<file path="src/rtl/srsm_pkg.sv">
// Package for the streaming regex matcher: command codes, pattern
// metacharacters and the structs passed between the top level and the cells.
// No dependencies.
`timescale 1ns / 1ps

package srsm_pkg;

  localparam int unsigned MaxElements = 32;

  typedef enum logic [1:0] {
    CmdClear   = 2'd0,
    CmdPattern = 2'd1,
    CmdText    = 2'd2,
    CmdEnd     = 2'd3
  } sr_cmd_e;

  localparam logic [7:0] CharCaret  = 8'h5E;
  localparam logic [7:0] CharStar   = 8'h2A;
  localparam logic [7:0] CharDollar = 8'h24;
  localparam logic [7:0] CharDot    = 8'h2E;

  // Control broadcast from the top level to every cell.
  typedef struct packed {
    logic       append;
    logic       set_star;
    logic       step;
    logic       text_clear;
    logic       started;
    logic [7:0] data;
  } sr_ctl_t;

  // Signals handed from one cell to the next, for the position it owns.
  typedef struct packed {
    logic fwd;
    logic skip;
    logic init;
  } sr_link_t;

endpackage

</file>
<file path="src/rtl/srsm_cell.sv">
// One pattern element and its NFA position bit for the regex matcher.
// Depends on srsm_pkg.
`timescale 1ns / 1ps

module srsm_cell #(
  parameter int unsigned MaxElements = srsm_pkg::MaxElements,
  parameter int unsigned Index       = 0
) (
  input  logic                               clk_i,
  input  logic                               rst_ni,
  input  srsm_pkg::sr_ctl_t                  ctl_i,
  input  logic [$clog2(MaxElements+1)-1:0]   count_i,
  input  logic [$clog2(MaxElements+1)-1:0]   len_i,
  input  srsm_pkg::sr_link_t                 link_i,
  output srsm_pkg::sr_link_t                 link_o,
  output logic                               cur_o,
  output logic                               closed_o
);

  localparam int unsigned CntW = $clog2(MaxElements + 1);

  logic [7:0] char_q;
  logic       star_q;
  logic       active_q;
  logic       active_d;
  logic       in_len;
  logic       cur;
  logic       hit;
  logic       closed;

  always_comb begin
    in_len = CntW'(Index) < len_i;
    cur    = ctl_i.started ? active_q : link_i.init;
    hit    = in_len && cur &&
             (char_q == srsm_pkg::CharDot || char_q == ctl_i.data);
    closed = link_i.fwd || (hit && star_q) || link_i.skip;

    link_o.init = link_i.init && star_q && in_len;
    link_o.fwd  = hit && !star_q;
    link_o.skip = closed && star_q && in_len;

    priority if (ctl_i.text_clear) begin
      active_d = 1'b0;
    end else if (ctl_i.step) begin
      active_d = closed;
    end else begin
      active_d = active_q;
    end
  end

  assign cur_o    = cur;
  assign closed_o = closed;

  always_ff @(posedge clk_i or negedge rst_ni) begin
    if (!rst_ni) begin
      active_q <= 1'b0;
    end else begin
      active_q <= active_d;
    end
  end

  always_ff @(posedge clk_i) begin
    if (ctl_i.append && count_i == CntW'(Index)) begin
      char_q <= ctl_i.data;
      star_q <= 1'b0;
    end else if (ctl_i.set_star && count_i == CntW'(Index + 1)) begin
      star_q <= 1'b1;
    end
  end

endmodule

</file>
<file path="src/rtl/simple_regex_stream_matcher.sv">
// Top level of the streaming regex matcher: pattern bookkeeping, the chain
// of element cells, the final accept position and the result register.
// Depends on srsm_pkg and srsm_cell.
//
//   Channel | Direction | Handshake                  | Payload
//   in      | input     | in_valid_i / in_stall_o    | cmd_i, byte_value_i
//   out     | output    | out_valid_o / out_stall_i  | matched_o, overflow_o
//
// One request is accepted per clock while in_stall_o is low.
// The critical path is the star-closure ripple through the cell chain.
// An end-of-text request shows its result in the next cycle from a register.
// A new request is accepted while a result waits, unless out_stall_i is high.
// Reset empties the pattern and the text; no clearing pass is needed.
`timescale 1ns / 1ps

module simple_regex_stream_matcher #(
  parameter int unsigned MaxElements = srsm_pkg::MaxElements
) (
  input  logic       clk_i,
  input  logic       rst_ni,
  input  logic       in_valid_i,
  output logic       in_stall_o,
  input  logic [1:0] cmd_i,
  input  logic [7:0] byte_value_i,
  output logic       out_valid_o,
  input  logic       out_stall_i,
  output logic       matched_o,
  output logic       overflow_o
);

  localparam int unsigned CntW = $clog2(MaxElements + 1);

  logic [CntW-1:0] count_q, count_d;
  logic            start_anchor_q, start_anchor_d;
  logic            first_q, first_d;
  logic            ovf_q, ovf_d;
  logic            last_star_q, last_star_d;
  logic            last_dollar_q, last_dollar_d;
  logic            end_q, end_d;
  logic            match_q, match_d;
  logic            started_q, started_d;
  logic            out_valid_q, out_valid_d;
  logic            res_match_q, res_match_d;
  logic            res_ovf_q, res_ovf_d;

  logic              accept;
  logic              anch;
  logic [CntW-1:0]   len;
  logic              match_eff;
  logic              hit;
  srsm_pkg::sr_cmd_e cmd;
  srsm_pkg::sr_ctl_t ctl;

  srsm_pkg::sr_link_t link [MaxElements:0];
  logic [MaxElements:0] cur_vec;
  logic [MaxElements:0] closed_vec;

  assign in_stall_o = out_valid_q && out_stall_i;
  assign accept     = in_valid_i && !in_stall_o;
  assign cmd        = srsm_pkg::sr_cmd_e'(cmd_i);
  assign anch       = last_dollar_q && !last_star_q;
  assign len        = count_q - CntW'(anch);

  assign link[0].fwd  = !start_anchor_q;
  assign link[0].skip = 1'b0;
  assign link[0].init = 1'b1;

  for (genvar i = 0; i < MaxElements; i++) begin : g_cell
    srsm_cell #(
      .MaxElements(MaxElements),
      .Index      (i)
    ) u_cell (
      .clk_i   (clk_i),
      .rst_ni  (rst_ni),
      .ctl_i   (ctl),
      .count_i (count_q),
      .len_i   (len),
      .link_i  (link[i]),
      .link_o  (link[i+1]),
      .cur_o   (cur_vec[i]),
      .closed_o(closed_vec[i])
    );
  end

  assign cur_vec[MaxElements]    = started_q ? end_q : link[MaxElements].init;
  assign closed_vec[MaxElements] = link[MaxElements].fwd || link[MaxElements].skip;

  assign match_eff = started_q ? match_q : (!anch && cur_vec[len]);
  assign hit       = started_q ? (match_q || (anch && cur_vec[len])) : cur_vec[len];

  always_comb begin
    count_d        = count_q;
    start_anchor_d = start_anchor_q;
    first_d        = first_q;
    ovf_d          = ovf_q;
    last_star_d    = last_star_q;
    last_dollar_d  = last_dollar_q;
    end_d          = end_q;
    match_d        = match_q;
    started_d      = started_q;
    res_match_d    = res_match_q;
    res_ovf_d      = res_ovf_q;
    out_valid_d    = out_valid_q && out_stall_i;
    ctl            = '0;
    ctl.data       = byte_value_i;
    ctl.started    = started_q;

    if (accept) begin
      unique case (cmd)
        srsm_pkg::CmdClear: begin
          count_d        = '0;
          start_anchor_d = 1'b0;
          first_d        = 1'b1;
          ovf_d          = 1'b0;
          last_star_d    = 1'b0;
          last_dollar_d  = 1'b0;
          ctl.text_clear = 1'b1;
          end_d          = 1'b0;
          match_d        = 1'b0;
          started_d      = 1'b0;
        end
        srsm_pkg::CmdPattern: begin
          first_d = 1'b0;
          priority if (first_q && byte_value_i == srsm_pkg::CharCaret) begin
            start_anchor_d = 1'b1;
          end else if (byte_value_i == srsm_pkg::CharStar && count_q != '0 &&
                       !last_star_q) begin
            ctl.set_star = 1'b1;
            last_star_d  = 1'b1;
          end else if (count_q == CntW'(MaxElements)) begin
            ovf_d = 1'b1;
          end else begin
            ctl.append    = 1'b1;
            count_d       = count_q + CntW'(1);
            last_star_d   = 1'b0;
            last_dollar_d = byte_value_i == srsm_pkg::CharDollar;
          end
        end
        srsm_pkg::CmdText: begin
          ctl.step  = 1'b1;
          started_d = 1'b1;
          end_d     = closed_vec[MaxElements];
          match_d   = match_eff || (!anch && closed_vec[len]);
        end
        srsm_pkg::CmdEnd: begin
          out_valid_d    = 1'b1;
          res_match_d    = hit && !ovf_q;
          res_ovf_d      = ovf_q;
          ctl.text_clear = 1'b1;
          end_d          = 1'b0;
          match_d        = 1'b0;
          started_d      = 1'b0;
        end
        default: begin
          ctl.text_clear = 1'b0;
        end
      endcase
    end
  end

  always_ff @(posedge clk_i or negedge rst_ni) begin
    if (!rst_ni) begin
      count_q        <= '0;
      start_anchor_q <= 1'b0;
      first_q        <= 1'b1;
      ovf_q          <= 1'b0;
      last_star_q    <= 1'b0;
      last_dollar_q  <= 1'b0;
      end_q          <= 1'b0;
      match_q        <= 1'b0;
      started_q      <= 1'b0;
      out_valid_q    <= 1'b0;
    end else begin
      count_q        <= count_d;
      start_anchor_q <= start_anchor_d;
      first_q        <= first_d;
      ovf_q          <= ovf_d;
      last_star_q    <= last_star_d;
      last_dollar_q  <= last_dollar_d;
      end_q          <= end_d;
      match_q        <= match_d;
      started_q      <= started_d;
      out_valid_q    <= out_valid_d;
    end
  end

  always_ff @(posedge clk_i) begin
    res_match_q <= res_match_d;
    res_ovf_q   <= res_ovf_d;
  end

  assign out_valid_o = out_valid_q;
  assign matched_o   = res_match_q;
  assign overflow_o  = res_ovf_q;

  a_count_bound: assert property (@(posedge clk_i) disable iff (!rst_ni)
    count_q <= CntW'(MaxElements))
    else $error("element count exceeds the store");

  a_anchor_needs_element: assert property (@(posedge clk_i) disable iff (!rst_ni)
    anch |-> count_q != '0)
    else $error("end anchor set with an empty pattern");

  a_overflow_no_match: assert property (@(posedge clk_i) disable iff (!rst_ni)
    out_valid_o |-> !(matched_o && overflow_o))
    else $error("match reported together with overflow");

  a_clear_empties: assert property (@(posedge clk_i) disable iff (!rst_ni)
    (accept && cmd == srsm_pkg::CmdClear) |=> (count_q == '0 && !started_q && !ovf_q))
    else $error("clear request left pattern or text state behind");

  a_text_starts: assert property (@(posedge clk_i) disable iff (!rst_ni)
    (accept && cmd == srsm_pkg::CmdText) |=> started_q)
    else $error("text byte did not start the text");

  a_end_result: assert property (@(posedge clk_i) disable iff (!rst_ni)
    (accept && cmd == srsm_pkg::CmdEnd) |=> (out_valid_o && !started_q && !match_q))
    else $error("end of text did not give a result or reset the text");

endmodule
</file>
<file path="config.mk">
export PLATFORM = sky130hd
export DESIGN_NAME = simple_regex_stream_matcher
export DESIGN_NICKNAME = d
export VERILOG_FILES = /design/src/rtl/srsm_pkg.sv /design/src/rtl/srsm_cell.sv /design/src/rtl/simple_regex_stream_matcher.sv
export SDC_FILE = /design/constraint.sdc
export NUM_CORES = 1
export LEC_CHECK = 0
export BUFFER_PORTS_ARGS = -buffer_cell sky130_fd_sc_hd__buf_2
export CAP_MARGIN = 20
export CORE_MARGIN = 5
export CORE_UTILIZATION = 40
export DETAILED_ROUTE_END_ITERATION = 12
export SYNTH_ARGS = -nofsm -noshare
export SYNTH_HDL_FRONTEND = slang
export SYNTH_SLANG_ARGS = --single-unit
</file>
<file path="constraint.sdc">
create_clock -name clk_i -period 6 [get_ports clk_i]
set_clock_uncertainty 0.1 [all_clocks]
set_input_delay 0.3 -clock clk_i [delete_from_list [all_inputs] [get_ports clk_i]]
set_output_delay 0.3 -clock clk_i [all_outputs]
set_load 0.03 [all_outputs]
</file>
==> impl_metrics.py <==
metrics = {
    "run_status": {
        "outcome": "complete, no violations",
    },
    "clock_tree": {
        "path_clk_slew_ns": 0.06,
        "clkLatencyLatePin_ns": 0.55,
        "htreeDepth": 2,
        "clock-sinks": 337,
        "cts_tree": "built",
        "clockBufferDepth": 3,
        "cts_root_buffer": "clkbuf_16",
        "cts_buffers": 39,
    },
    "global_routing": {
        "grt_pass1_vias": 14000,
        "grt_pass1_wl_um": 84200,
        "overflow": 0,
        "grt_util_all_layers_pct": 21.6,
        "grt_max_degree": 48,
        "antenna_found_initial": 0,
    },
    "setup_path": {
        "cp_cell_sequence": "inv_1, nand2_1, inv_1, ha_1, nor3b_4, nor3b_1, o211ai_2, buf_4, o2111ai_1, a211oi_1, a211oi_1, nand3_1, nand4b_1, o2111ai_4, a31oi_1, a31oi_1, o211ai_1, o211a_1, o41ai_1, a32oi_1",
        "critPathLaunchType": "register",
        "slowest_stage": "nor3b_4",
        "criticalPathCategory": "reg -> reg",
        "critPathMaxFanout": 11,
        "cp-end-kind": "register",
        "required_ns": 6.31,
        "arrival_ns": 5.85,
        "rr_worst_depth": 20,
        "max_stage_delay_ns": 0.45,
    },
    "hold_path": {
        "holdPathStages": 2,
        "hold_path_class": "in -> reg",
    },
    "sta": {
        "hold_violations": 0,
        "max_slew.worst_pin.slew_ns": 1.21,
        "setup_viol": 0,
        "rsz0062_at_grt": "false",
        "finalCritPeriodShare_pct": 92.4,
        "post-route-min-period_ns": 5.55,
        "fmax_mhz": 180,
        "tns_ns": 0,
        "slew_violations": 0,
        "slew_headroom_pct": 18.8,
        "whs_ns": 0.0699,
    },
    "floorplanning": {
        "io_pins": 18,
        "die_height_um": 224,
        "die_w_um": 224,
        "die_area_um2": 50100,
        "coreArea_um2": 45300,
        "start_util_pct": 40.4,
        "num_rows": 78,
    },
    "power_and_ir_drop": {
        "leakagePower_nw": 6.89,
        "swShare_pct": 31.0,
        "p_int_w": 0.00435,
        "pwr-share-comb_pct": 21.2,
        "fin_total_pwr_w": 0.00630,
        "p_seq_share_pct": 42.0,
        "cellPowerDensity_nw_per_um2": 305,
        "p_switching_w": 0.00195,
        "pwr-share-clk_pct": 36.7,
        "ir_worst_vdd_mv": 0.197,
    },
    "logic_synthesis": {
        "ys_ff_latch": 337,
        "avgSynthCellArea_um2": 10.7,
        "synth_edf_count": 258,
        "synth_top_area_cell": "edfxtp_1",
        "syn_inst": 1705,
        "ys_types": 87,
        "yosys-top-cells-area": "edfxtp_1 42%, xnor2_1 7.2%, dfrtp_1 6.3%, xor2_1 5.5%, dfxtp_1 3.5%",
        "synth_flop_cell": "edfxtp_1",
        "synth_area_um2": 18300,
        "ys_warn_count": 0,
        "yosys.area.top_type_share_pct": 42.4,
        "yosysSeqAreaShare_pct": 52.3,
        "syn-num-nets": 1729,
        "ys_async_sr_fraction_pct": 13.9,
    },
    "final_layout": {
        "nNetsFinal": 1775,
        "fin_cells": 2382,
        "layout_common_cells": "258 x edfxtp_1, 150 x xnor2_1, 134 x nand2_1",
        "final_area_um2": 20600,
        "syn2layout_area_growth_pct": 12.9,
        "insertedDiodeCount": 0,
        "fill_cells": 4259,
        "final_common_cell": "edfxtp_1",
        "final_layout_size_suffix_gt1_share_pct": 10.9,
    },
    "routing": {
        "vias_per_cell": 5.93,
        "wirelength_um": 55000,
        "wl_per_cell_um": 23.1,
        "drcViolationCount": 0,
        "drt_pre_antenna_iters": 7,
        "num_vias": 14100,
        "drt_iter0_drc": 1212,
        "ant_nets": 0,
    },
    "placement": {
        "port-buffer-count": 17,
        "dp_hpwl_um": 38000,
        "globalplace.congestion": 1.00,
        "dp_cells": 2308,
        "post_dp_cell_area_um2": 19400,
    },
    "job": {
        "maxCapViolations": 0,
    },
}
## registers in the layout, indices dropped and copies added, names as in the netlist
signal and flops:
count_q 6, end_q 1, first_q 1, g_cell.u_cell.active_q 32, g_cell.u_cell.char_q 256, g_cell.u_cell.star_q 32
last_dollar_q 1, last_star_q 1, match_q 1, matched_o 1, out_valid_o 1, overflow_o 1
ovf_q 1, start_anchor_q 1, started_q 1
## stage by stage
step | utilization (%) | worst slack [ns]
2_1_floorplan | - | 1.47
3_3_place_gp | 42.8 | 0.598
3_5_place_dp | 42.8 | 0.550
4_1_cts | 45.6 | 0.536
5_1_grt | 45.6 | 0.151
6_report | 45.6 | 0.454
## cells by family (layout without fill, tap and decap cells)
| family | Yosys count | in the layout | synth area share, % |
|---|---|---|---|
| xor+xnor | 264 | 264 | 12.6 |
| simple gates | 593 | 593 | 17.4 |
| buf+inv | 115 | 192 | 2.46 |
| fa+ha+maj | 10 | 10 | 0.684 |
| compound gates | 374 | 374 | 13.7 |
| mux | 12 | 12 | 0.835 |
| flops | 337 | 337 | 52.3 |
## per-layer routing
layer / GRT usage (%) / part of all wire (%)
met2: 34.5 / 46
met1: 29.4 / 43
met3: 3.38 / 6.4
met4: 8.91 / 4.2
met5: 0 / 0
## worst max-delay path, delay by kind of cell, from the launching register on
kind / cells / cell delay (ns)
AOI/OAI and AO/OA: 11 / 2.79
adders and majority gates: 1 / 0.24
buffers and inverters: 3 / 0.44
and+or+nand+nor: 5 / 1.46
DFF: 1 / 0.38
## cells in the mapped netlist (8+ instances only)
| master | number |
|---|---|
| edfxtp_1 | 258 |
| xnor2_1 | 150 |
| nand2_1 | 134 |
| nor2_1 | 133 |
| xor2_1 | 114 |
| o21ai_0 | 89 |
| a21oi_1 | 88 |
| clkbuf_1 | 56 |
| nand4_1 | 55 |
| nor4_1 | 48 |
| dfrtp_1 | 46 |
| nand3_1 | 33 |
| dfxtp_1 | 32 |
| nand2b_1 | 30 |
| nand4b_1 | 28 |
| a31oi_1 | 26 |
| inv_1 | 26 |
| nor3_1 | 22 |
| and3_1 | 18 |
| o22ai_1 | 18 |
| buf_1 | 16 |
| a22o_1 | 14 |
| buf_2 | 14 |
| o211ai_1 | 14 |
| and2_1 | 13 |
| nor2b_1 | 13 |
| a211oi_1 | 12 |
| or4b_2 | 12 |
| a22oi_1 | 11 |
| ha_1 | 10 |
| nor4b_1 | 10 |
| or2_2 | 10 |
| a21o_1 | 8 |
## layout make-up
class,instances,area [um^2],area share [%]
Sequential cell,337,9570,46.3
Clock inverter,19,161,0.782
Clock buffer,53,1100,5.33
Inverter,29,109,0.527
Timing Repair Buffer,91,678,3.29
Multi-Input combinational cell,1253,8280,40.1
Tap cell,600,751,3.64
## final timing paths
check,start,to,slack [ns]
setup / recovery,last_star_q,match_q,0.45
hold / removal,in_valid_i,overflow_o,0.07
setup reg to reg,last_star_q,match_q,0.45
hold reg to reg,g_cell[5].u_cell.active_q,g_cell[5].u_cell.active_q,0.39
max in group asynchronous,rst_ni,start_anchor_q,4.95
min in group asynchronous,rst_ni,g_cell[9].u_cell.active_q,0.34
## timing repair
action	CTS	global route
hold endpoints to repair	47	0
setup endpoints to repair	0	0
setup buffers	0	0
hold buffers	2	0
resized for setup	0	0
## power by group through the flow
stage	clock network (W)	registers, W	logic [W]
2_1_floorplan	0	0.00267	0.000787
3_3_place_gp	0	0.00269	0.00130
3_5_place_dp	0	0.00269	0.00130
4_1_cts	0.00237	0.00265	0.00131
5_1_grt	0.00247	0.00266	0.00142
6_report	0.00231	0.00265	0.00134
(Power assumes the default switching activity.)
